===== src/rtl/core/nbp_ram.sv =====
// Generic simple dual-port RAM with registered read.
`default_nettype none
module nbp_ram #(
	parameter int WIDTH = 8,
	parameter int DEPTH = 16,
	localparam int AW = $clog2(DEPTH)
) (
	input  logic             clk,
	input  logic             we,
	input  logic [AW-1:0]    waddr,
	input  logic [WIDTH-1:0] wdata,
	input  logic [AW-1:0]    raddr,
	output logic [WIDTH-1:0] rdata
);
	logic [WIDTH-1:0] mem [DEPTH];

	always_ff @(posedge clk) begin
		if (we) begin
			mem[waddr] <= wdata;
		end
		rdata <= mem[raddr];
	end
endmodule
`default_nettype wire


===== config.mk =====
export PLATFORM = sky130hd
export DESIGN_NAME = nbp_ram
export DESIGN_NICKNAME = d
export VERILOG_FILES = /design/src/rtl/core/nbp_ram.sv
export SDC_FILE = /design/constraint.sdc
export NUM_CORES = 1
export LEC_CHECK = 0
export ABC_AREA = 1
export BUFFER_PORTS_ARGS = -buffer_cell sky130_fd_sc_hd__buf_2
export CAP_MARGIN = 15
export CELL_PAD_IN_SITES_DETAIL_PLACEMENT = 1
export CELL_PAD_IN_SITES_GLOBAL_PLACEMENT = 1
export CORE_MARGIN = 2
export CORE_UTILIZATION = 45
export CTS_CLUSTER_SIZE = 40
export DETAILED_ROUTE_END_ITERATION = 8
export HOLD_SLACK_MARGIN = 0.1
export PLACE_DENSITY_LB_ADDON = 0.25
export SYNTH_ARGS = -nofsm -noshare
export SYNTH_HDL_FRONTEND = slang
export SYNTH_SLANG_ARGS = --single-unit

===== constraint.sdc =====
create_clock -name clk -period 3.3 [get_ports clk]
set_input_delay 0.495 -clock clk [delete_from_list [all_inputs] [get_ports clk]]
set_output_delay 0.495 -clock clk [all_outputs]
set_load 0.02 [all_outputs]

==> out/metrics.cfg <==
[floorplan]
num_rows = 41
die-area_um2 = 13700
start_util = 0.459
ioPinCount = 26
die_x_um = 117
die_y_um = 117
core_area_um2 = 12600

[finish]
drive_gt1_frac = 0.0922
final_cell_mix = 173 x nand2_1, 128 x edfxtp_1, 100 x inv_1
final_common_cell = nand2_1
final_nets = 591
area_delta_synth_final_pct = 13.1
num_antenna_cells = 0
nFillCells = 1368
utilization = 0.519

[clock_tree]
cts-root-buf = clkbuf_16
post_cts_resized = 0
clkSinkCount = 136
cts_tree = built
post-cts-setup-buffers = 0
postCtsHoldBufs = 0
clock_insertion_delay_worst_skew_ps = 420
cts_buffer_depth = 2
cts_buffers = 17
path_clk_slew_ps = 50
ctsHtreeMaxLevel = 4

[pwr]
vdd_drop_max_uv = 310
p_per_area_nw_per_um2 = 618
power.leakage_nw = 2.80
total_power_mw = 4.03

[global_routing]
overflow = 0
grt_max_degree = 65
grt_pass1_vias = 4020
grt_pass1_wl_um = 22600
antenna_found_initial = 0
grt.total_usage = 0.236

[hold_path]
hold_path_depth = 3
holdPathEnd = rdata[5]
hold_path.startpoint = raddr[3]
hold_path.class = in -> reg

[placed_design]
port_buffers = 25
gp_congestion = 0.790
dpl.hpwl_um = 9120

[setup_path]
crit_required_ps = 3610
start_kind = input port
worstRegToRegCells = 6
critPathCaptureType = register
worst_r2r_endpoint = rdata[7]
arrival_ps = 2080
crit_top_cell = nand3_1
r2r_slack_ps = 2190
critPathKind = in -> reg
cp_slowest_cell = buf_2
worstPathMaxFanout = 33
cp_slowest_stage_delay_ps = 520
crit_chain = buf_2 > inv_2 > nand3_1 > nand3_1 > nand3_1 > nand2_1
timing.rr.start = mem[0][7]

[detailed_routing]
drt_first_pass_iters = 4
drt_iter0_drc = 284
routed_wl_um = 14700
post_drt_via_cell_ratio = 5.03
vias = 3811
wl_per_cell_um = 19.4
drc = 0
postRouteAntennaNets = 0

[sta]
slew_viol_final = 0
rsz0062_at_grt = no
setup_violations = 0
tightest_slew_ps = 964
holdWs_ps = 449
min_period_ps = 1770
finalHoldViolCount = 0
max_freq_ghz = 0.564
finalCritPeriodShare = 0.537
slew-limit-headroom = 0.355
fin_skew_ps = 7.25
setup_tns_ps = 0

[synthesis]
ys_seq_area_frac = 0.694
synth_cells = 551
postSynthAreaPerCell_um2 = 10.5
synth.ff_latch_count = 136
yosysWarningCount = 0
syn_area_um2 = 5770
synth_cell_types = 12
syn_nets = 569

[run_status]
outcome = finished clean

[flow_run]
drv_cap = 0

-- worst max-delay path: cells and delay by family --
family	cells	cell delay, ps
AND/OR/NAND/NOR	4	580
buffers and inverters	2	990
-- sequential cells by signal, indices dropped and copies added (netlist names) --
register and flops:
mem 128, rdata 8
-- stage by stage --
step | std cells | instance area, µm² | setup WS, ps
2_1_floorplan | 551 | 5770 | 1850
3_3_place_gp | 726 | 5960 | 1130
3_5_place_dp | 726 | 5960 | 1100
4_1_cts | 758 | 6530 | 1540
5_1_grt | 758 | 6530 | 1410
6_report | 758 | 6530 | 1530
-- routing by layer --
layer  share of wire  global-route usage  routed length (µm)
met1            0.44               0.309                6520
met2            0.49               0.381                7220
met3           0.040              0.0505                 591
met4           0.023               0.101                 335
met5               0                   0                   0
-- final cells by class --
class | count | area (µm²) | share of cell area
multi-input combinational | 289 | 1210 | 0.186
sequential | 136 | 4000 | 0.614
timing repair buffer | 27 | 140 | 0.0215
clock buffer | 20 | 437 | 0.0669
clock inverter | 12 | 133 | 0.0203
inverter | 102 | 383 | 0.0587
tap | 172 | 215 | 0.0330
-- cells in the mapped netlist --
| library cell | number | area share |
|---|---|---|
| buf_4 | 4 | 0.0052 |
| nand2_1 | 173 | 0.11 |
| dfxtp_1 | 8 | 0.028 |
| edfxtp_1 | 128 | 0.67 |
| inv_2 | 2 | 0.0013 |
| nand3_1 | 97 | 0.084 |
| buf_1 | 1 | 0.00065 |
| nor2_1 | 17 | 0.011 |
| buf_2 | 13 | 0.011 |
| inv_1 | 100 | 0.065 |
| buf_6 | 6 | 0.012 |
| nand3b_1 | 2 | 0.0026 |
-- where the power goes --
part	total, mW	internal, mW	switching, mW
Combinational	0.246	0.0612	0.185
Clock	1.84	1.17	0.675
Sequential	1.94	1.93	0.0119
Total	4.03	3.16	0.872
-- how the worst max path moves through the flow --
stage                        start    endpoint  slack, ps
after detailed placement  raddr[1]    rdata[2]       1100
final                     raddr[1]    rdata[7]       1530
after global placement    raddr[1]    rdata[2]       1130
after global routing      raddr[1]    rdata[7]       1410
after floorplan           waddr[2]  mem[10][0]       1850
after CTS                 raddr[1]    rdata[7]       1540
-- cell families (layout without fill, tap and decap cells) --
family / Yosys count / after routing / share of synthesized area
AND/OR/NAND/NOR: 289 / 289 / 0.210
flip-flops: 136 / 136 / 0.694
buffers and inverters: 126 / 161 / 0.0952
Note: power is estimated with default switching activity, not from simulation.
