[src/rtl/core/nbp_pkg.sv]
// Shared widths, register codes and storage types of the n-body pair block.
`default_nettype none
package nbp_pkg;
	localparam int MAX_BODIES = 64;
	localparam int AW         = $clog2(MAX_BODIES);
	localparam int CNT_W      = $clog2(MAX_BODIES + 1);
	localparam int IDX_W      = 6;

	localparam int POS_W  = 32;
	localparam int MASS_W = 32;
	localparam int GRAV_W = 32;
	localparam int SOFT_W = 40;
	localparam int ACC_W  = 48;
	localparam int DIF_W  = 33;
	localparam int MAG_W  = 32;
	localparam int R2_W   = 50;
	localparam int ROOT_W = 44;
	localparam int DEN_W  = 91;
	localparam int NUM_W  = 104;
	localparam int TERM_W = ACC_W + 1;
	localparam int MUL_W  = 64;
	localparam int MUL_H  = MUL_W / 2;
	localparam int PROD_W = 2 * MUL_W;

	localparam int CFG_IDX_W  = 2;
	localparam int CFG_DATA_W = 40;
	localparam logic [CFG_IDX_W-1:0] CFG_GRAV = 2'd0;
	localparam logic [CFG_IDX_W-1:0] CFG_SOFT = 2'd1;
	localparam logic [GRAV_W-1:0] GRAV_RST = 32'd16777216;
	localparam logic [SOFT_W-1:0] SOFT_RST = 40'd65536;

	localparam logic signed [ACC_W-1:0] ACC_MAX = {1'b0, {(ACC_W-1){1'b1}}};
	localparam logic signed [ACC_W-1:0] ACC_MIN = {1'b1, {(ACC_W-1){1'b0}}};
	localparam logic [ACC_W-1:0] MAG_CAP = {1'b1, {(ACC_W-1){1'b0}}};

	typedef struct packed {
		logic signed [POS_W-1:0] x;
		logic signed [POS_W-1:0] y;
		logic signed [POS_W-1:0] z;
		logic [MASS_W-1:0]       m;
	} body_t;

	typedef struct packed {
		logic signed [ACC_W-1:0] x;
		logic signed [ACC_W-1:0] y;
		logic signed [ACC_W-1:0] z;
	} acc_t;
endpackage
`default_nettype wire

[src/rtl/core/nbp_div.sv]
// Restoring divider, one quotient bit per cycle.
`default_nettype none
module nbp_div (
	input  logic                      clk,
	input  logic                      arst_n,
	input  logic                      start,
	input  logic [nbp_pkg::NUM_W-1:0] num,
	input  logic [nbp_pkg::DEN_W-1:0] den,
	output logic                      done,
	output logic [nbp_pkg::NUM_W-1:0] quot
);
	import nbp_pkg::*;

	localparam int CW = $clog2(NUM_W + 1);

	logic [NUM_W-1:0] num_q, q_q;
	logic [DEN_W-1:0] den_q;
	logic [DEN_W:0]   rem_q, rem_sh;
	logic [CW-1:0]    cnt_q;
	logic             done_q, ge;

	assign rem_sh = {rem_q[DEN_W-1:0], num_q[NUM_W-1]};
	assign ge     = rem_sh >= {1'b0, den_q};

	always_ff @(posedge clk or negedge arst_n) begin
		if (!arst_n) begin
			cnt_q  <= '0;
			done_q <= 1'b0;
		end else begin
			done_q <= (cnt_q == CW'(1));
			if (start) begin
				cnt_q <= CW'(NUM_W);
			end else if (cnt_q != '0) begin
				cnt_q <= cnt_q - CW'(1);
			end
		end
	end

	always_ff @(posedge clk) begin
		if (start) begin
			num_q <= num;
			den_q <= den;
			rem_q <= '0;
			q_q   <= '0;
		end else if (cnt_q != '0) begin
			num_q <= {num_q[NUM_W-2:0], 1'b0};
			rem_q <= ge ? rem_sh - {1'b0, den_q} : rem_sh;
			q_q   <= {q_q[NUM_W-2:0], ge};
		end
	end

	assign done = done_q;
	assign quot = q_q;
endmodule
`default_nettype wire

[config.mk]
export PLATFORM = sky130hd
export DESIGN_NAME = nbp_div
export DESIGN_NICKNAME = d
export VERILOG_FILES = /design/src/rtl/core/nbp_pkg.sv /design/src/rtl/core/nbp_div.sv
export SDC_FILE = /design/constraint.sdc
export NUM_CORES = 1
export LEC_CHECK = 0
export BUFFER_PORTS_ARGS = -buffer_cell sky130_fd_sc_hd__buf_2
export CORE_MARGIN = 10
export CORE_UTILIZATION = 60
export CTS_BUF_LIST = sky130_fd_sc_hd__clkbuf_4
export CTS_CLUSTER_DIAMETER = 100
export DETAILED_ROUTE_END_ITERATION = 12
export GPL_TIMING_DRIVEN = 0
export PLACE_DENSITY = 0.8
export SYNTH_ARGS = -nofsm -noshare
export SYNTH_HDL_FRONTEND = slang
export SYNTH_SLANG_ARGS = --single-unit
[constraint.sdc]
create_clock -name clk -period 11.1 [get_ports clk]
set_clock_uncertainty 0.1 [all_clocks]
set_input_delay 2.22 -clock clk [delete_from_list [all_inputs] [get_ports clk]]
set_output_delay 2.22 -clock clk [all_outputs]
set_load 0.01 [all_outputs]
==> run metrics <==
outcome=finished clean; number of global-route vias before repair=19,290; TritonCTS buffer count=102; Core ar.=35,400 µm²; max_cap viols=0; H-tree level count=3; CTS tree=done; clock power share=0.242; syn_nets=2,620; PortBufs=302; Clock Pin Slew Worst Setup and Hold Paths=0.08 ns; Layout Utilization=0.7062; Initial Util=0.6065; die width=209.2 µm; HPWL Detailed=50.96 mm; Hold Path Class=flip-flop to flip-flop; area leader, netlist=edfxtp_1; DR vias/cell=5.956; vias=19,630; gr ovfl total=0; first-pass GRT wire length=105.7 mm; Comb pwr share=0.406; largest net degree at the start of global routing=82; post-synthesis cell area=21,470 µm²; crit path launch type=flip-flop; cts hold-fix bufs=0; 1st-pass router iterations=6; clock sinks=398; peak supply drop=140.1 µV; ratio of cells with drive above 1 in the final layout=0.2183; number of setup buffers added after CTS=0; final setup fails=0; Final Hold Viols=0; Main synth FF type=edfxtp_1; final WL=68.58 mm; Worst Tran Pin Value=1.121 ns; Int Pwr=3.226 mW; min Tclk post-route=4.651 ns; worst-path maximum fanout=10; gr usage total=0.3028; row count=69; Nets=3,028; drt drc=0; die height=209.2 µm; leak pwr=10.57 nW; fin crit share=0.4190; cts repair resizes=0; unrepaired setup endpoints after global routing=no; Switching Fraction=0.4011; Placed Instances=3,093; fmax=215.0 MHz; NetSw=2.161 mW; die area=43,740 µm²; Worst Setup Path Type=flip-flop to flip-flop; CP endpoint kind=flip-flop; Slew headroom=0.2462; register area share after synthesis=0.4640; Bufs on Longest Clock Path=3; Post-DRT Antenna Nets=0; top cells by area, synth=edfxtp_1 27%, dfxtp_1 18%, a21oi_1 6.1%; multi-input combinational cell area=10,440 µm²; synth unique cells=77; # IOs=303; filler instances=2,734; Power Dens Cells=215.5 nW/µm²; WP data required=11.69 ns; part of the power in registers=0.351; synth-to-layout area growth=16.44%; later-pin clock latency in the skew report=0.88 ns; post-synthesis register bit count=398; top-area cell type share of the netlist area=0.2728; asr flop ratio synth=0.02010; Synth Instances=2,328; Avg Cell Area, Syn=9.221 µm²; EDFF count, synth=195; Final Slew Violations=0; Initial DRC Count=1,662; Final TNS setup=0 ns; Root Driver=clkbuf_4; non-filler cells, final=3,296; GPL Wtd Cong=0.9964; hold_ws=0.3429 ns; Yosys warning total=0; initial antenna violation count=24; sequential cell area=9960 µm²; Arr. time, crit path=5.24 ns; wire length per cell=20.81 µm
-- synthesized netlist by cell type (20+ instances only) --
master,number
edfxtp_1,195
nor2_1,176
nand2_1,338
a21o_1,33
nand2b_1,20
a211oi_1,56
inv_1,120
o21ai_0,92
nand4_1,40
mux2_2,104
ha_1,93
a21oi_1,262
nor3_1,64
clkbuf_1,121
xnor2_1,40
nand3_1,30
xor2_1,42
o21bai_1,28
o21a_1,24
dfxtp_1,195
-- sequential cells by signal, indices dropped and copies added (netlist names) --
signal	count
quot	104
cnt_q	7
den_q	91
num_q	104
done	1
rem_q	91
-- per-layer routing --
layer,vias to the layer above,wire length [µm],track usage,part of all wire
met1,9276,27300,0.3683,0.40
met3,184,7167,0.1065,0.10
met5,-,108,0,0.0016
li1,9228,-,-,-
met4,20,2603,0.1268,0.038
met2,924,31400,0.4791,0.46
-- metrics by stage --
stage	area, µm²	total power [mW]	worst slack, ns
detailed placement	23620	4.029	5.903
global route	24980	5.701	6.257
floorplan	21470	3.437	5.787
finish	25000	5.386	6.449
CTS	24950	5.342	6.509
global placement	23560	3.985	3.004
-- final cells by class --
| cell class | instances | share of cell area |
|---|---|---|
| tap | 461 | 0.02308 |
| sequential | 398 | 0.3985 |
| clock inverter | 38 | 0.009261 |
| antenna | 18 | 0.001802 |
| timing repair buffer | 304 | 0.06277 |
| inverter | 120 | 0.01812 |
| clock buffer | 147 | 0.04415 |
| multi-input combinational | 1664 | 0.4175 |
| buffer | 146 | 0.02488 |
-- logic make-up after synthesis --
kind of cell,share of synthesized area
AOI/OAI and AO/OA,0.1758
adders and majority gates,0.05514
muxes,0.06341
DFF,0.4640
xor gates and xnor gates,0.03346
buffers and inverters,0.04995
and+or+nand+nor,0.1583
-- critical path, stage by stage, from the launching register on --
cell      delay, ns
dfxtp_1        0.37
ha_1           0.29
clkbuf_1       0.35
and4_1         0.32
nor3b_1        0.60
or3b_1         0.48
or4_1          0.42
a211oi_1       0.42
o31ai_1        0.28
o21bai_1       0.34
xnor2_1        0.16
nor2_1         0.05
a211oi_1       0.24
nor3_1         0.08
-- layout by cell type (no fill, tap or decap), types with 8 or more instances in the layout --
cell      instances
a211oi_1         56
a21boi_0          8
a21o_1           33
a21oi_1         262
a31oi_1          19
and2_1            8
and3_1           18
buf_2           310
clkbuf_1        121
clkbuf_4        147
clkinv_1         24
dfrtp_1           8
dfxtp_1         195
diode_2          18
edfxtp_1        195
ha_1             93
inv_1           119
mux2_2          104
mux2i_1          19
nand2_1         338
nand2b_1         20
nand3_1          30
nand4_1          40
nor2_1          176
nor2b_1          11
nor3_1           64
nor4_1           10
o211ai_1          9
o21a_1           24
o21ai_0          92
o21bai_1         28
o31ai_1           9
or2_2             8
xnor2_1          40
xor2_1           42
-- worst paths after layout --
check / from / endpoint / slack, ns / depth (start not counted)
worst max-delay path: rem_q[46]$_SDFFE_PP0P_ / rem_q[68]$_SDFFE_PP0P_ / 6.45 / 13
worst min-delay path: quot[3]$_SDFFE_PP0P_ / quot[4]$_SDFFE_PP0P_ / 0.34 / 2
worst max register to register: rem_q[46]$_SDFFE_PP0P_ / rem_q[68]$_SDFFE_PP0P_ / 6.45 / 13
worst min register to register: quot[3]$_SDFFE_PP0P_ / quot[4]$_SDFFE_PP0P_ / 0.34 / 2
max in group asynchronous: arst_n / cnt_q[1]$_DFFE_PN0P_ / 9.60 / 1
min in group asynchronous: arst_n / cnt_q[5]$_DFFE_PN0P_ / 1.07 / 1
-- power groups by stage --
stage / Combinational (mW) / Sequential, mW / Clock (mW)
global route: 2.38 / 1.91 / 1.41
detailed placement: 2.12 / 1.91 / 0
global placement: 2.08 / 1.90 / 0
floorplan: 1.57 / 1.86 / 0
finish: 2.19 / 1.89 / 1.31
CTS: 2.13 / 1.89 / 1.33
Note: power is estimated with default switching activity, not from simulation.
