## src/rtl/core/nbp_pkg.sv

```systemverilog
// Shared widths, register codes and storage types of the n-body pair block.
`default_nettype none
package nbp_pkg;
	localparam int MAX_BODIES = 64;
	localparam int AW         = $clog2(MAX_BODIES);
	localparam int CNT_W      = $clog2(MAX_BODIES + 1);
	localparam int IDX_W      = 6;

	localparam int POS_W  = 32;
	localparam int MASS_W = 32;
	localparam int GRAV_W = 32;
	localparam int SOFT_W = 40;
	localparam int ACC_W  = 48;
	localparam int DIF_W  = 33;
	localparam int MAG_W  = 32;
	localparam int R2_W   = 50;
	localparam int ROOT_W = 44;
	localparam int DEN_W  = 91;
	localparam int NUM_W  = 104;
	localparam int TERM_W = ACC_W + 1;
	localparam int MUL_W  = 64;
	localparam int MUL_H  = MUL_W / 2;
	localparam int PROD_W = 2 * MUL_W;

	localparam int CFG_IDX_W  = 2;
	localparam int CFG_DATA_W = 40;
	localparam logic [CFG_IDX_W-1:0] CFG_GRAV = 2'd0;
	localparam logic [CFG_IDX_W-1:0] CFG_SOFT = 2'd1;
	localparam logic [GRAV_W-1:0] GRAV_RST = 32'd16777216;
	localparam logic [SOFT_W-1:0] SOFT_RST = 40'd65536;

	localparam logic signed [ACC_W-1:0] ACC_MAX = {1'b0, {(ACC_W-1){1'b1}}};
	localparam logic signed [ACC_W-1:0] ACC_MIN = {1'b1, {(ACC_W-1){1'b0}}};
	localparam logic [ACC_W-1:0] MAG_CAP = {1'b1, {(ACC_W-1){1'b0}}};

	typedef struct packed {
		logic signed [POS_W-1:0] x;
		logic signed [POS_W-1:0] y;
		logic signed [POS_W-1:0] z;
		logic [MASS_W-1:0]       m;
	} body_t;

	typedef struct packed {
		logic signed [ACC_W-1:0] x;
		logic signed [ACC_W-1:0] y;
		logic signed [ACC_W-1:0] z;
	} acc_t;
endpackage
`default_nettype wire

```

## src/rtl/core/nbp_mul.sv

```systemverilog
// Sequential 64x64 multiplier built from four registered 32x32 partial products.
`default_nettype none
module nbp_mul (
	input  logic                       clk,
	input  logic                       arst_n,
	input  logic                       start,
	input  logic [nbp_pkg::MUL_W-1:0]  a,
	input  logic [nbp_pkg::MUL_W-1:0]  b,
	output logic                       done,
	output logic [nbp_pkg::PROD_W-1:0] prod
);
	import nbp_pkg::*;

	logic [MUL_W-1:0]  a_q, b_q;
	logic              busy_q;
	logic [1:0]        step_q;
	logic [MUL_H-1:0]  ah, bh;
	logic [MUL_W-1:0]  pp_s1;
	logic [1:0]        sh_s1;
	logic              vld_s1, last_s1, done_q;
	logic [PROD_W-1:0] prod_q, pp_ext;

	assign ah = step_q[0] ? a_q[MUL_W-1:MUL_H] : a_q[MUL_H-1:0];
	assign bh = step_q[1] ? b_q[MUL_W-1:MUL_H] : b_q[MUL_H-1:0];

	always_comb begin
		case (sh_s1)
			2'd0:    pp_ext = {{MUL_W{1'b0}}, pp_s1};
			2'd1:    pp_ext = {{MUL_H{1'b0}}, pp_s1, {MUL_H{1'b0}}};
			default: pp_ext = {pp_s1, {MUL_W{1'b0}}};
		endcase
	end

	always_ff @(posedge clk or negedge arst_n) begin
		if (!arst_n) begin
			busy_q  <= 1'b0;
			step_q  <= '0;
			vld_s1  <= 1'b0;
			last_s1 <= 1'b0;
			done_q  <= 1'b0;
		end else begin
			vld_s1  <= busy_q;
			last_s1 <= busy_q && (step_q == 2'd3);
			done_q  <= vld_s1 && last_s1;
			if (start) begin
				busy_q <= 1'b1;
				step_q <= '0;
			end else if (busy_q) begin
				step_q <= step_q + 2'd1;
				if (step_q == 2'd3) begin
					busy_q <= 1'b0;
				end
			end
		end
	end

	always_ff @(posedge clk) begin
		if (start) begin
			a_q    <= a;
			b_q    <= b;
			prod_q <= '0;
		end else if (vld_s1) begin
			prod_q <= prod_q + pp_ext;
		end
		pp_s1 <= MUL_W'(ah) * MUL_W'(bh);
		sh_s1 <= 2'(step_q[0]) + 2'(step_q[1]);
	end

	assign done = done_q;
	assign prod = prod_q;
endmodule
`default_nettype wire

```

## config.mk

```make
export PLATFORM = sky130hd
export DESIGN_NAME = nbp_mul
export DESIGN_NICKNAME = d
export VERILOG_FILES = /design/src/rtl/core/nbp_pkg.sv /design/src/rtl/core/nbp_mul.sv
export SDC_FILE = /design/constraint.sdc
export NUM_CORES = 2
export LEC_CHECK = 0
export BUFFER_PORTS_ARGS = -buffer_cell sky130_fd_sc_hd__buf_2
export CORE_ASPECT_RATIO = 1.1
export CORE_MARGIN = 5
export CORE_UTILIZATION = 59
export DETAILED_ROUTE_END_ITERATION = 8
export PLACE_DENSITY = 0.87
export SYNTH_ARGS = -nofsm -noshare
export SYNTH_HDL_FRONTEND = slang
export SYNTH_SLANG_ARGS = --single-unit
```

## constraint.sdc

```tcl
create_clock -name clk -period 8.5 [get_ports clk]
set_input_delay 1.275 -clock clk [delete_from_list [all_inputs] [get_ports clk]]
set_output_delay 1.275 -clock clk [all_outputs]
set_load 0.05 [all_outputs]
```

==> summary.md <==
| Metric | Value |
|---|---|
| Status | `completed` |
| Post-DP HPWL | `147000 um` |
| CTS buffer count | `40` |
| Worst Tran Pin Value | `1.31 ns` |
| Max-slew headroom | `0.0989` |
| Clock transition at the registers of the reported paths | `0.06 ns` |
| Final cell area excluding filler cells | `0.0578 mm^2` |
| CP Capture Type | `flip-flop` |
| Number of global-route vias before repair | `46394` |
| Setup crit start | `step_q[0]` |
| Setup-failing EPs final | `0` |
| Vias per cell | `6.09` |
| Slew Limit Fails | `0` |
| Area of the multi-input gates | `0.0401 mm^2` |
| Commonest non-fill, non-tap cell in the layout | `inv_1` |
| Site Rows | `114` |
| Global placement routability congestion | `1.04` |
| YS warnings | `0` |
| Max frequency | `120 MHz` |
| GRT Total Usage | `0.375` |
| Number of nets in the layout | `7543` |
| Critical path required time | `9.01 ns` |
| I/O Buffers | `259` |
| Worst EP arrival | `8.87 ns` |
| Seq/Total Area, Yosys | `0.151` |
| Placed cell areas | `0.0557 mm^2` |
| Residual DRC | `0` |
| Die width | `293 um` |
| Area growth from synthesis to layout | `11.0%` |
| DIE AREA | `0.0944 mm^2` |
| HP Class | `reg -> reg` |
| WS Path Type | `reg -> reg` |
| Min Tclk post-route | `8.36 ns` |
| Share of cells above drive strength 1 | `0.118` |
| FFs w/ async S/R, synth | `0.0183` |
| Post-CTS Hold Buffers | `0` |
| CTS tree | `done` |
| Synth unique cells | `76` |
| Crit-path max FO | `7` |
| Register area | `0.00789 mm^2` |
| First-pass GRT wire length | `271000 um` |
| Post-Synthesis Cells | `5898` |
| Post-Syn Area | `0.0521 mm^2` |
| Cell mode on critical path | `fa_1` |
| Min-delay src | `prod[124]` |
| Largest net degree at the start of global routing | `83` |
| Insertion delay of the later-clocked pin in the worst-skew pair | `0.60 ns` |
| Avg Inst Size Synth | `8.84 um^2` |
| Fin Clk Skew | `0.0233 ns` |
| # placed instances | `7206` |
| Total number of vias | `44557` |
| IO Count | `260` |
| Initial drt markers | `4538` |
| DRT Pass-1 Iters | `6` |
| Clock Tree Buf Depth | `3` |
| Crit path launch type | `flip-flop` |
| Drt wl/cell | `24.6 um` |
| Final period util | `0.983` |
| Post-Layout Cell Count | `7316` |
| Root Buffer | `clkbuf_16` |
| #FFs+latches synth | `328` |
| Final setup TNS | `0 ns` |
| Fillers | `6907` |
| Final Hold Violating Endpoints | `0` |
| Synth Flop Type | `dfxtp_1` |
| Post-synth EDFFs | `128` |
| Reg-to-reg startpoint | `step_q[0]` |
| Crit path largest cell delay | `0.54 ns` |
| Die extent in y | `322 um` |
| Gr ovfl total | `0` |
| Antenna violations before repair | `2` |
| Starting Density | `0.594` |
| Clock Sinks | `328` |
| Syn Nets | `7317` |
| Routed WL | `180000 um` |
| Antenna-violating nets left | `0` |
| CP max stage cell | `fa_1` |
| Max Cap Viol | `0` |
| CORE AREA | `0.0877 mm^2` |
| # H-tree levels | `2` |
| Most frequent cells in the layout | `inv_1 (940), fa_1 (893), nor2_1 (811)` |
==> layer usage <==
metal  wire length, um  GRT usage  part of all wire  vias up
li1                  -          -                 -    19210
met1             62000      0.446              0.34    21569
met2             80000      0.591              0.44     3004
met3             22500      0.122              0.12      772
met4             15700      0.236             0.087        2
met5                13          0          0.000072        -
==> timing repair <==
action,4_1_cts,5_1_grt
cloned,0,3
endpoints found under the setup margin,6,16
resized for setup,17,84
pin swaps,1,16
buffers inserted,3,30
==> flip-flops by register name (all words and copies together), names as in the netlist <==
name and count:
vld_s1 1, done 1, a_q 64, prod 128, pp_s1 64, busy_q 1
step_q 2, b_q 64, last_s1 1, sh_s1 2
==> cells by family (layout without fill, tap and decap cells) <==
family                   count (synthesis)  after routing  synth area share
flip-flops                             328            328             0.151
AO/OA/AOI/OAI                          837            837             0.101
buffers and inverters                 1243           1500            0.0896
multiplexers                           229            229            0.0456
adder cells (fa/ha/maj)               1288           1288             0.438
AND/OR/NAND/NOR                       1798           1798             0.144
XOR/XNOR                               175            175            0.0294
other                                    0              1                 0
==> through the flow <==
step                       util  worst slack, ns  hold WS (ns)
after global placement    0.634           0.0530         0.470
after detailed placement  0.634           -0.187         0.478
after floorplan               -           0.0232         0.434
after CTS                 0.652         -0.00527         0.491
final                     0.659            0.145         0.486
after global routing      0.659          -0.0782         0.514
==> synth_stat cells (all sizes together) (6+ instances only) <==
library cell  instances  area, um^2
inv                 940        3530
fa                  897       18000
nor2                812        3050
nand2               659        2470
ha                  391        4890
a21oi               280        1400
clkbuf              272        1020
dfxtp               194        3880
o21ai               188         945
mux2i               163        1630
edfxtp              128        3840
xnor2               109         955
a21o                 93         698
and2                 75         469
nand4                73         457
mux2                 66         743
xor2                 66         578
o21bai               52         390
a22o                 39         342
nand3                35         175
nor3                 34         170
buf                  31         121
a31oi                27         169
o21a                 22         165
o31ai                21         168
and3                 18         113
nor2b                18         113
nand2b               17         106
a21boi               15         113
nor4                 14        87.6
a211oi               13        97.6
o211ai               12        95.1
or2                  11        68.8
or3                   9        56.3
a211o                 8        70.1
a31o                  8        70.1
a221o                 7        70.1
a221oi                6        52.6
and4                  6        52.6
dfrtp                 6         150
o41ai                 6        60.1
==> worst max-delay path: cells and delay by family, from the launching register on <==
family                   cells  cell delay [ns]
flip-flops                   1             0.48
XOR/XNOR                     1             0.13
AO/OA/AOI/OAI                9             1.93
AND/OR/NAND/NOR              3             0.42
buffers and inverters        8             0.87
adder cells (fa/ha/maj)      9             4.09
multiplexers                 1             0.33
==> area by class of cell <==
cell class,count,share of cell area
clock inverter,28,0.00549
inverter,940,0.0610
antenna,1,0.0000433
tap,1160,0.0251
timing repair buffer,487,0.0605
multi-input combinational,4327,0.693
clock buffer,45,0.0185
sequential,328,0.136
==> path summary, 6_finish.rpt <==
path                        endpoint  slack [ns]  cells after the start
min in group asynchronous       done        0.63                      1
setup reg to reg           pp_s1[48]        0.14                     31
max in group asynchronous  step_q[0]        7.49                      1
hold / removal             prod[124]        0.49                      2
setup / recovery           pp_s1[48]        0.14                     31
hold reg to reg            prod[124]        0.49                      2
Power is not shown: default switching activity piles up to over one toggle a cycle in this logic, so the estimate is an artifact.
