## src/rtl/core/nbp_pkg.sv

```systemverilog
// Shared widths, register codes and storage types of the n-body pair block.
`default_nettype none
package nbp_pkg;
	localparam int MAX_BODIES = 64;
	localparam int AW         = $clog2(MAX_BODIES);
	localparam int CNT_W      = $clog2(MAX_BODIES + 1);
	localparam int IDX_W      = 6;

	localparam int POS_W  = 32;
	localparam int MASS_W = 32;
	localparam int GRAV_W = 32;
	localparam int SOFT_W = 40;
	localparam int ACC_W  = 48;
	localparam int DIF_W  = 33;
	localparam int MAG_W  = 32;
	localparam int R2_W   = 50;
	localparam int ROOT_W = 44;
	localparam int DEN_W  = 91;
	localparam int NUM_W  = 104;
	localparam int TERM_W = ACC_W + 1;
	localparam int MUL_W  = 64;
	localparam int MUL_H  = MUL_W / 2;
	localparam int PROD_W = 2 * MUL_W;

	localparam int CFG_IDX_W  = 2;
	localparam int CFG_DATA_W = 40;
	localparam logic [CFG_IDX_W-1:0] CFG_GRAV = 2'd0;
	localparam logic [CFG_IDX_W-1:0] CFG_SOFT = 2'd1;
	localparam logic [GRAV_W-1:0] GRAV_RST = 32'd16777216;
	localparam logic [SOFT_W-1:0] SOFT_RST = 40'd65536;

	localparam logic signed [ACC_W-1:0] ACC_MAX = {1'b0, {(ACC_W-1){1'b1}}};
	localparam logic signed [ACC_W-1:0] ACC_MIN = {1'b1, {(ACC_W-1){1'b0}}};
	localparam logic [ACC_W-1:0] MAG_CAP = {1'b1, {(ACC_W-1){1'b0}}};

	typedef struct packed {
		logic signed [POS_W-1:0] x;
		logic signed [POS_W-1:0] y;
		logic signed [POS_W-1:0] z;
		logic [MASS_W-1:0]       m;
	} body_t;

	typedef struct packed {
		logic signed [ACC_W-1:0] x;
		logic signed [ACC_W-1:0] y;
		logic signed [ACC_W-1:0] z;
	} acc_t;
endpackage
`default_nettype wire

```

## src/rtl/core/nbp_sqrt.sv

```systemverilog
// Digit-by-digit square root of r2 scaled by 2^32, one result bit per cycle.
`default_nettype none
module nbp_sqrt (
	input  logic                       clk,
	input  logic                       arst_n,
	input  logic                       start,
	input  logic [nbp_pkg::R2_W-1:0]   r2,
	output logic                       done,
	output logic [nbp_pkg::ROOT_W-1:0] root
);
	import nbp_pkg::*;

	localparam int RAD_W = 2 * ROOT_W;
	localparam int REM_W = ROOT_W + 4;
	localparam int CW    = $clog2(ROOT_W + 1);

	logic [RAD_W-1:0]  rad_q;
	logic [REM_W-1:0]  rem_q, rem_sh, trial;
	logic [ROOT_W-1:0] root_q;
	logic [CW-1:0]     cnt_q;
	logic              done_q, ge;

	assign rem_sh = {rem_q[REM_W-3:0], rad_q[RAD_W-1 -: 2]};
	assign trial  = {2'b00, root_q, 2'b01};
	assign ge     = rem_sh >= trial;

	always_ff @(posedge clk or negedge arst_n) begin
		if (!arst_n) begin
			cnt_q  <= '0;
			done_q <= 1'b0;
		end else begin
			done_q <= (cnt_q == CW'(1));
			if (start) begin
				cnt_q <= CW'(ROOT_W);
			end else if (cnt_q != '0) begin
				cnt_q <= cnt_q - CW'(1);
			end
		end
	end

	always_ff @(posedge clk) begin
		if (start) begin
			rad_q  <= RAD_W'({r2, 32'b0});
			rem_q  <= '0;
			root_q <= '0;
		end else if (cnt_q != '0) begin
			rad_q  <= {rad_q[RAD_W-3:0], 2'b00};
			rem_q  <= ge ? rem_sh - trial : rem_sh;
			root_q <= {root_q[ROOT_W-2:0], ge};
		end
	end

	assign done = done_q;
	assign root = root_q;
endmodule
`default_nettype wire

```

## config.mk

```make
export PLATFORM = sky130hd
export DESIGN_NAME = nbp_sqrt
export DESIGN_NICKNAME = d
export VERILOG_FILES = /design/src/rtl/core/nbp_pkg.sv /design/src/rtl/core/nbp_sqrt.sv
export SDC_FILE = /design/constraint.sdc
export NUM_CORES = 1
export LEC_CHECK = 0
export BUFFER_PORTS_ARGS = -buffer_cell sky130_fd_sc_hd__buf_2
export CORE_MARGIN = 5
export CORE_UTILIZATION = 40
export DETAILED_ROUTE_END_ITERATION = 10
export GPL_TIMING_DRIVEN = 0
export PLACE_DENSITY_LB_ADDON = 0.25
export SLEW_MARGIN = 10
export SYNTH_ARGS = -nofsm -noshare
export SYNTH_HDL_FRONTEND = slang
export SYNTH_SLANG_ARGS = --single-unit
```

## constraint.sdc

```tcl
create_clock -name clk -period 3.5 [get_ports clk]
set_clock_uncertainty 0.2 [all_clocks]
set_input_delay 0.175 -clock clk [delete_from_list [all_inputs] [get_ports clk]]
set_output_delay 0.175 -clock clk [all_outputs]
set_load 0.1 [all_outputs]
```

==> results of run 1 <==
==> how the worst max path moves through the flow <==
stage	endpoint
after floorplan	rem_q[35]$_SDFFE_PP0P_
after global placement	rad_q[68]$_DFFE_PP_
after detailed placement	rad_q[70]$_DFFE_PP_
after CTS	rem_q[4]$_SDFFE_PP0P_
after global routing	rem_q[43]$_SDFFE_PP0P_
final	rem_q[42]$_SDFFE_PP0P_
==> per-layer routing <==
| metal | vias to the layer above | share of wire (%) |
|---|---|---|
| met5 | - | 0 |
| met4 | 0 | 2.0 |
| met3 | 43 | 5.5 |
| met2 | 229 | 47 |
| met1 | 3936 | 46 |
| li1 | 4106 | - |
==> Yosys cell counts (10+ instances only) <==
library cell,instances
and3_1,12
a211oi_1,17
xnor2_1,17
mux2_2,51
o21ai_0,37
nand4_1,11
nand3_1,20
o211ai_1,12
buf_4,10
inv_1,60
ha_1,48
nand2_1,188
a21o_1,26
xor2_1,14
nor3_1,12
nor2_1,68
a311oi_1,16
dfxtp_1,96
a21oi_1,128
clkbuf_1,38
edfxtp_1,50
==> worst register-to-register path, delay by kind of cell, from the launching register on <==
family                   cells  cell delay, ps
AND/OR/NAND/NOR              6            1600
AO/OA/AOI/OAI                2             310
buffers and inverters        3             520
adder cells (fa/ha/maj)      1             260
flip-flops                   1             350
==> registers in the layout (all words and copies together) (netlist names) <==
signal / cells
rad_q: 56
cnt_q: 6
root: 44
rem_q: 46
done: 1
==> layout make-up <==
type / count / share of cell area [%]
Multi-Input combinational cell: 780 / 44.9
Buffer: 61 / 2.81
Clock inverter: 14 / 1.49
Tap cell: 285 / 3.19
Timing Repair Buffer: 151 / 9.28
Inverter: 60 / 2.02
Clock buffer: 18 / 3.93
Sequential cell: 153 / 32.4
==> metrics by stage <==
| stage | TNS, ps | instance area, sq um | util, % |
|---|---|---|---|
| 6_report | 0 | 11200 | 49.6 |
| 5_1_grt | -127 | 11200 | 49.6 |
| 4_1_cts | 0 | 11100 | 49.4 |
| 3_5_place_dp | -5970 | 9970 | 44.3 |
| 3_3_place_gp | -65850 | 9950 | 44.2 |
| 2_1_floorplan | -6.76 | 9100 | - |
==> placed cells by master, fill, tap and decap left out, drive strengths merged, types with 6 or more instances in the layout <==
cell | synthesis | final
a211oi | 19 | 19
a21o | 27 | 27
a21oi | 128 | 128
a311oi | 16 | 16
a31oi | 7 | 7
and2 | 6 | 6
and3 | 14 | 14
and4 | 7 | 7
buf | 22 | 118
clkbuf | 39 | 59
dfrtp | 7 | 7
dfxtp | 96 | 96
dlygate4sd3 | 0 | 53
edfxtp | 50 | 50
ha | 48 | 48
inv | 60 | 71
mux2 | 51 | 51
nand2 | 188 | 188
nand2b | 8 | 8
nand3 | 20 | 20
nand4 | 11 | 11
nor2 | 68 | 68
nor3 | 12 | 12
o211ai | 12 | 12
o21a | 8 | 8
o21ai | 37 | 37
o21bai | 8 | 8
or3 | 6 | 6
xnor2 | 17 | 17
xor2 | 14 | 14
==> logic make-up (layout without fill, tap and decap cells) <==
kind of cell,count (synthesis),after routing,share of synthesized area [%]
compound gates,295,295,20.9
xor+xnor,31,31,2.99
fa+ha+maj,48,48,6.61
buf+inv,121,304,5.80
flops,153,153,39.6
mux,55,55,6.76
simple gates,351,351,17.3
==> power groups by stage <==
stage / sequential (uW) / combinational (uW) / clock, uW
after floorplan: 2400 / 3760 / 0
final: 2360 / 5140 / 1940
after global routing: 2390 / 5640 / 2050
after CTS: 2350 / 4960 / 1970
after detailed placement: 2390 / 4880 / 0
after global placement: 2390 / 4860 / 0
==> repair_timing <==
action,in CTS,in global routing
setup endpoints to repair,40,76
pin swaps,0,2
hold buffers,53,0
hold endpoints to repair,58,0
gates resized for setup,2,19
==> flow_summary_export.csv, run 1 <==
group,metric,value,unit
placed_design,pre_cts_ws,-170,ps
setup_path,reg2reg_to,"rem_q[42]$_SDFFE_PP0P_",
routing,vias,8314,
routing,wl_per_cell,17.5,microns
routing,first_pass_iters,4,
clock_tree,path_clk_slew,70,ps
clock_tree,clkLatencyLatePin,440,ps
placed_design,dp_cells,1437,
setup_path,cpPeakStageDelay,410,ps
sta,max_freq,294,MHz
clock_tree,cts.path.max_buffers,2,
run_status,status,"complete, no violations",
setup_path,crit_chain,"inv_1 -> ha_1 -> clkbuf_1 -> and2_1 -> and4_1 -> nand4_1 -> nor2_1 -> o21ai_0 -> and3_2 -> buf_4 -> nor2_1 -> a221oi_1",
pwr,power.density,845,nW/um^2
grt,grt_pass1_wl,42900,microns
pwr,clkPwrFrac,20.6,%
yosys,synth-seq-cells,153,
die,dieArea,25800,sq um
setup_path,endpoint_kind,"flop",
routing,drt_iter0_drc,764,
finish,drive_gt1_share,19.9,%
yosys,synthArstFlopShare,4.58,%
finish,nFillCells,2118,
finish,multi_input_area,5010,sq um
setup_path,path_max_fanout,10,
min_path,worstHoldStart,"rad_q[82]$_SDFFE_PP0P_",
finish,area_growth,22.9,%
pwr,switching_power,4110,uW
yosys,synth_seq_area_share,39.6,%
setup_path,criticalPathCategory,"reg -> reg",
grt,grt_pass1_vias,8116,
yosys,ys_top_cells_by_area,"dfxtp_1 21%, edfxtp_1 17%, nand2_1 7.8%, a21oi_1 7.1%, ha_1 6.6%",
placed_design,port_buffers,97,
sta,min_period,3400,ps
die,io-pin-count,98,
sta,tightest_slew,796,ps
grt,busiest_layer,"met2",
routing,routed_wl,26600,microns
yosys,netlist_area,9080,sq um
setup_path,cp_common_cell,"nor2_1",
setup_path,critPathRequiredTime,3580,ps
die,initial_core_util,40.4,%
finish,seqCellArea,3620,sq um
setup_path,cp-start-kind,"flop",
setup_path,reg2reg_from,"root[36]$_SDFFE_PP0P_",
sta,setup_viol,0,
yosys,avgSynthCellArea,8.62,sq um
grt,grt.total_usage,20.4,%
flow_run,maxCapViolations,0,
placed_design,globalplace.congestion,0.918,
yosys,yosys_warnings,0,
routing,drtAntennaViolNets,0,
finish,n_antenna_cell,0,
finish,final_cells,1522,
die,rows,55,
pwr,finalPower,9440,uW
routing,drc,0,
setup_path,slowest_stage,"nor2_1",
clock_tree,clock-sinks,153,
sta,final-hold-violation-count,0,
sta,setup_ws,96.5,ps
setup_path,cp_data_arrival_time,3490,ps
die,design.core.area,22500,sq um
clock_tree,numCtsBuffers,17,
sta,fin_crit_sh,97.2,%
grt,use_met2,33.0,%
grt,overflow,0,
sta,slew_violations,0,
setup_path,rrSetupSlack,100,ps
yosys,synthCells,1054,
grt,grt_start_max_net_pins,36,
setup_path,cp.depth,12,
grt,gr-usage-met1,27.8,%
grt,use_met3,4.05,%
min_path,hold_depth,2,
sta,holdWs,253,ps
clock_tree,postCtsSetupRepairBufs,0,
pwr,p_sw_share,43.5,%
yosys,synth-edff-count,50,
setup_path,cp-startpoint,"root[36]$_SDFFE_PP0P_",
placed_design,hpwl,18800,microns
setup_path,r2r_cells,12,
finish,final_nets,1325,
yosys,synth_top_cell_by_area,"dfxtp_1",
grt,antenna_found_initial,0,
pwr,combPwrFrac,54.4,%
sta,relSlewSlack,46.9,%
clock_tree,h-tree-depth,4,
setup_path,path_buf_inv,3,
routing,vias_per_cell,5.46,
pwr,p_int,5330,uW
pwr,p_leak,0.00464,uW
die,fp.dieH,161,microns
min_path,hold_path_class,"reg -> reg",
setup_path,path_delay_family,"simple AND/OR/NAND/NOR gates",
yosys,synth_top_area_share,21.2,%
die,fp.dieW,161,microns
yosys,synth_fp_nets,1155,
pwr,pwr-share-seq,25.0,%
yosys,ys.flop_type,"dfxtp_1",
pwr,ir_drop,0.396,mV
min_path,min_to,"rad_q[82]$_SDFFE_PP0P_",
clock_tree,clock-root-buffer,"clkbuf_16",
clock_tree,cts_tree,"built",
yosys,ys_types,65,
Power figures use the tool's default switching activity.
==> inputs of run 2 (changes only) <==
Settings changed: CAP_MARGIN set to 20, CORE_MARGIN 5 to 1.5, MAX_ROUTING_LAYER set to met4.
==> run 2 against run 1 <==
Sequential share of layout area decreased by 0.10 points. Critical endpoint is now rem_q[28]$_SDFFE_PP0P_. Non-clock buffer count unchanged. Wire length decreased by 0.42%. Die area decreased by 8.5%. Via count is essentially flat.
==> flow_summary_export.csv, run 2 (synthesized netlist as in run 1, its figures left out) <==
group,metric,value,unit
sta,fin_crit_sh,95.2,%
grt,grt.total_usage,23.5,%
clock_tree,numCtsBuffers,17,
grt,overflow,0,
sta,min_period,3330,ps
finish,n_antenna_cell,0,
finish,final_nets,1325,
placed_design,hpwl,18600,microns
sta,setup_viol,0,
finish,top_register,"rad_q",
setup_path,cp-startpoint,"root[37]$_SDFFE_PP0P_",
flow_run,maxCapViolations,0,
routing,vias,8311,
clock_tree,cts_tree,"built",
min_path,worstHoldStart,"rad_q[82]$_SDFFE_PP0P_",
die,dieArea,23600,sq um
pwr,ir_drop,0.434,mV
setup_path,path_max_fanout,10,
sta,max_freq,300,MHz
die,design.core.area,22000,sq um
setup_path,cp_data_arrival_time,3470,ps
pwr,combPwrFrac,54.4,%
finish,final_cell_mix,"187 x nand2_1, 124 x a21oi_1, 105 x buf_2",
grt,grt_pass1_wl,42800,microns
routing,drt_iter0_drc,705,
finish,final_common_cell,"nand2_1",
pwr,switching_power,4170,uW
min_path,hold_path_class,"reg -> reg",
sta,setup_ws,169,ps
pwr,clkPwrFrac,20.6,%
sta,slew_violations,0,
sta,relSlewSlack,47.7,%
grt,grt_pass1_vias,8186,
pwr,p_int,5280,uW
placed_design,globalplace.congestion,0.902,
finish,utilization,50.9,%
finish,largest_register_ffs,56,
routing,vias_per_cell,5.48,
setup_path,criticalPathCategory,"reg -> reg",
die,rows,54,
routing,routed_wl,26500,microns
placed_design,pre_cts_ws,-372,ps
pwr,pwr-share-seq,25.0,%
run_status,status,"complete, no violations",
clock_tree,cts.path.max_buffers,2,
sta,final-hold-violation-count,0,
die,fp.dieH,154,microns
setup_path,endpoint_kind,"flop",
routing,drtAntennaViolNets,0,
pwr,p_leak,0.00466,uW
routing,wl_per_cell,17.5,microns
clock_tree,clkLatencyLatePin,440,ps
clock_tree,h-tree-depth,4,
die,io-pin-count,98,
setup_path,cp-start-kind,"flop",
die,fp.dieW,154,microns
grt,grt_start_max_net_pins,28,
routing,drc,0,
sta,rsz0062_at_grt,"false",
setup_path,critPathRequiredTime,3640,ps
grt,antenna_found_initial,0,
clock_tree,path_clk_slew,80,ps
setup_path,reg2reg_from,"root[37]$_SDFFE_PP0P_",
placed_design,port_buffers,97,
pwr,p_sw_share,44.1,%
finish,area_growth,23.3,%
die,initial_core_util,41.2,%
finish,drive_gt1_share,20.1,%
clock_tree,clock-sinks,153,
routing,first_pass_iters,5,
sta,tightest_slew,784,ps
pwr,power.density,844,nW/um^2
clock_tree,clock-root-buffer,"clkbuf_16",
[run 2: path summary, 6_finish.rpt]
kind                                           to  slack (ps)  cells after the start
setup / recovery           rem_q[28]$_SDFFE_PP0P_         170                     12
hold / removal             rad_q[82]$_SDFFE_PP0P_         260                      2
setup reg to reg           rem_q[28]$_SDFFE_PP0P_         170                     12
hold reg to reg            rad_q[82]$_SDFFE_PP0P_         260                      2
max in group asynchronous    cnt_q[0]$_DFFE_PN0P_        2340                      3
min in group asynchronous    cnt_q[5]$_DFFE_PN0P_         510                      3
[run 2: metrics by stage]
step / hold WS (ps) / area [sq um] / instances / total power, uW / TNS (ps)
after global routing: 282 / 11200 / 1517 / 10100 / 0
after global placement: -180 / 9940 / 1431 / 7260 / -70030
after CTS: 262 / 11100 / 1517 / 9300 / 0
after detailed placement: -180 / 9960 / 1432 / 7270 / -14290
final: 256 / 11200 / 1517 / 9460 / 0
after floorplan: -321 / 9100 / 1054 / 6150 / -6.76
[run 2: final cells by class]
class / count / area [sq um]
Fill cell: 2146 / 10800
Multi-Input combinational cell: 780 / 5030
Sequential cell: 153 / 3620
Timing Repair Buffer: 152 / 1040
Clock buffer: 17 / 425
Tap cell: 280 / 350
Buffer: 60 / 305
Inverter: 60 / 225
Clock inverter: 15 / 206
[run 2: critical path, stage by stage, from the launching register on]
cell and delay [ps]:
dfxtp_1 370, inv_1 50, ha_1 390, and2_1 250, o21a_1 120, a221o_1 400
a221o_1 320, nand2_1 110, and3_2 260, buf_4 200, buf_4 220, nand2_1 80
a311oi_1 240
[run 2: routing by layer]
| metal | GRT usage [%] | share of wire, % | vias to the layer above |
|---|---|---|---|
| met5 | - | 0 | - |
| met4 | 6.89 | 1.7 | 0 |
| met3 | 3.49 | 5.4 | 33 |
| met2 | 38.8 | 47 | 239 |
| met1 | 30.0 | 46 | 3934 |
| li1 | - | - | 4105 |
[run 2: power groups by stage]
stage / sequential [uW] / combinational (uW) / clock, uW
after floorplan: 2400 / 3760 / 0
after global placement: 2390 / 4870 / 0
after detailed placement: 2390 / 4880 / 0
after CTS: 2350 / 4970 / 1970
after global routing: 2390 / 5680 / 2040
final: 2360 / 5140 / 1950
[run 2: timing repair]
action / 4_1_cts / 5_1_grt
endpoints found under the setup margin: 74 / 70
endpoints found under the hold margin: 58 / 0
buffers inserted: 0 / 1
pin swaps: 0 / 2
resized for setup: 4 / 19
hold buffers: 53 / 0
==> inputs of run 3 (changes only) <==
Settings changed: ABC_AREA set to 1, REMOVE_ABC_BUFFERS set to 1.
Clock period 3.5 ns to 4.2 ns, I/O delays scaled along.
==> run 3 against run 2 <==
Register-to-register slack gained 620 ps. Wire length grew 3.1%. Design area grew 4.8%. Worst hold slack got worse by 3.3 ps. Largest cell class unchanged. Clock power is 19% lower. Non-clock buffer count down 61. Via count is 12% higher. Largest power group unchanged.
==> flow_summary_export.csv, run 3 <==
group,metric,value,unit
run_status,status,"complete, no violations",
setup_path,path_buf_inv,5,
pwr,pwr-share-seq,22.5,%
sta,relSlewSlack,34.0,%
clock_tree,clock-root-buffer,"clkbuf_16",
die,dieArea,25600,sq um
yosys,synthCells,1479,
placed_design,hpwl,20300,microns
placed_design,port_buffers,97,
routing,routed_wl,27300,microns
yosys,synth_top_cell_by_area,"nand2_1",
yosys,yosys_warnings,0,
yosys,yosysMostFrequentCell,"nand2_1",
flow_run,maxCapViolations,0,
yosys,synth_seq_area_share,36.5,%
yosys,synth-seq-cells,153,
pwr,finalPower,8540,uW
setup_path,cp_common_cell,"inv_2",
placed_design,globalplace.congestion,0.939,
routing,vias,9288,
finish,final_nets,1714,
finish,final_cell_mix,"601 x nand2_1, 222 x inv_1, 97 x buf_2",
setup_path,cp-start-kind,"primary input",
clock_tree,clkLatencyLatePin,450,ps
routing,wl_per_cell,14.0,microns
routing,vias_per_cell,4.76,
setup_path,path_max_fanout,54,
die,io-pin-count,98,
finish,top_register,"rad_q",
pwr,ir_drop,0.285,mV
setup_path,endpoint_kind,"flop",
pwr,p_leak,0.00614,uW
grt,grt_pass1_wl,44700,microns
die,design.core.area,24200,sq um
routing,drc,0,
grt,grt.total_usage,22.5,%
die,fp.dieW,160,microns
finish,nFillCells,2524,
sta,setup_viol,0,
grt,overflow,0,
setup_path,path_delay_family,"buffers and inverters",
finish,area_growth,19.0,%
grt,antenna_found_initial,0,
finish,final_common_cell,"nand2_1",
sta,slew_violations,0,
pwr,p_int,4190,uW
finish,n_antenna_cell,0,
yosys,netlist_area,9870,sq um
pwr,clkPwrFrac,18.4,%
setup_path,slowest_stage,"inv_2",
routing,first_pass_iters,5,
setup_path,criticalPathCategory,"in -> reg",
sta,rsz0062_at_grt,"false",
sta,tightest_slew,990,ps
yosys,synth_top_area_share,22.9,%
pwr,combPwrFrac,59.0,%
min_path,hold_path_class,"reg -> reg",
min_path,worstHoldStart,"rad_q[80]$_DFFE_PP_",
grt,grt_start_max_net_pins,102,
die,initial_core_util,40.7,%
clock_tree,numCtsBuffers,17,
clock_tree,cts_tree,"built",
sta,final-hold-violation-count,0,
die,rows,57,
sta,fin_crit_sh,82.0,%
finish,finalInstanceArea,11700,sq um
routing,drtAntennaViolNets,0,
die,fp.dieH,160,microns
setup_path,critPathRequiredTime,4380,ps
grt,grt_pass1_vias,8780,
yosys,synthArstFlopShare,4.58,%
yosys,ys_types,43,
pwr,power.density,727,nW/um^2
clock_tree,post_cts_resized,0,
setup_path,cpPeakStageDelay,770,ps
sta,min_period,3450,ps
clock_tree,clock-sinks,153,
clock_tree,cts.path.max_buffers,2,
yosys,avgSynthCellArea,6.67,sq um
placed_design,place_area,10600,sq um
clock_tree,h-tree-depth,4,
yosys,synth_commonest_cells,"602 x nand2_1, 223 x inv_1, 96 x dfxtp_1",
sta,max_freq,290,MHz
setup_path,reg2reg_from,"root[29]$_SDFFE_PP0P_",
finish,drive_gt1_share,13.0,%
yosys,synth-edff-count,50,
pwr,p_sw_share,50.9,%
setup_path,cp_data_arrival_time,3620,ps
pwr,switching_power,4350,uW
clock_tree,path_clk_slew,70,ps
routing,drt_iter0_drc,613,
yosys,ys_top_cells_by_area,"nand2_1 23%, dfxtp_1 19%, edfxtp_1 15%, inv_1 8.5%, ha_1 6.1%",
setup_path,crit_chain,"buf_2 -> inv_2 -> nand2_2 -> buf_12 -> inv_2 -> nand2_4 -> inv_4 -> nand2_1 -> nand3_1",
setup_path,cp-startpoint,"start",
yosys,ys.flop_type,"dfxtp_1",
finish,largest_register_ffs,56,
sta,fin_tns_setup,0,ps
-- run 3: cell count changes in the layout (fill, tap and decap cells not counted), moves of 36 or more --
| cell | previous run | this run |
|---|---|---|
| nand3_1 | 19 | 80 |
| a21oi_1 | 124 | 34 |
| inv_1 | 60 | 222 |
| nand2_1 | 187 | 601 |
| clkbuf_1 | 36 | 0 |
| o22ai_1 | 2 | 48 |
| mux2_2 | 51 | 0 |
-- run 3: cells by family after synthesis --
kind of cell	share of synthesized area, %
XOR/XNOR	2.40
buffers and inverters	11.1
adder cells (fa/ha/maj)	6.09
flip-flops	36.5
AO/OA/AOI/OAI	6.49
AND/OR/NAND/NOR	37.5
-- run 3: final cells by class --
type	instances	area (sq um)	share of cell area [%]
Timing Repair Buffer	151	1050	8.97
Inverter	239	905	7.70
Tap cell	324	405	3.45
Multi-Input combinational cell	1051	5180	44.1
Clock buffer	17	425	3.62
Clock inverter	15	175	1.49
Sequential cell	153	3600	30.6
-- run 3: worst reg2reg max path, cell delays in order (launching register included) --
cell and delay (ps):
dfxtp_1 330, inv_1 80, ha_1 370, a21oi_1 320, nand2_1 180, a21oi_2 150
nand2_1 90, nand2_1 120, nand4_4 580, nor2_8 680, nand2_1 150, nand3_1 100
-- run 3: power by group through the flow --
stage | Combinational [uW] | Sequential, uW | Clock (uW)
global placement | 4930 | 1950 | 0
finish | 5040 | 1930 | 1570
detailed placement | 4940 | 1960 | 0
global route | 5680 | 1950 | 1660
floorplan | 3620 | 1990 | 0
CTS | 5000 | 1930 | 1610
-- run 3: repair_timing --
action                                 in CTS  in global routing
buffers inserted                            0                  0
endpoints found under the hold margin      57                  0
hold buffers                               52                  0
-- run 3: worst paths after layout --
| path | cells past startpoint | end | slack (ps) |
|---|---|---|---|
| worst max-delay path | 9 | rem_q[14]$_SDFFE_PP0P_ | 750 |
| worst min-delay path | 2 | rad_q[82]$_SDFFE_PP0P_ | 250 |
| worst max register to register | 11 | rem_q[27]$_SDFFE_PP0P_ | 790 |
| worst min register to register | 2 | rad_q[82]$_SDFFE_PP0P_ | 250 |
| max in group asynchronous | 3 | cnt_q[0]$_DFFE_PN0P_ | 3040 |
| min in group asynchronous | 3 | cnt_q[2]$_DFFE_PN0P_ | 510 |
-- run 3: metal layers --
layer  track usage [%]  wire length (microns)  vias to the layer above
met2              35.3                  12400                      146
li1                  -                      -                     4873
met3              2.60                    924                       26
met5                 -                      0                        -
met4              6.03                    391                        0
met1              30.8                  13600                     4243
-- run 3: metrics by stage --
step	util [%]	hold slack, ps	setup slack, ps	instances
after floorplan	-	-286	-1590	1443
after global placement	43.6	-146	-4790	1864
after detailed placement	43.8	-144	302	1866
after CTS	48.4	258	743	1950
after global routing	48.4	272	422	1950
final	48.4	253	754	1950
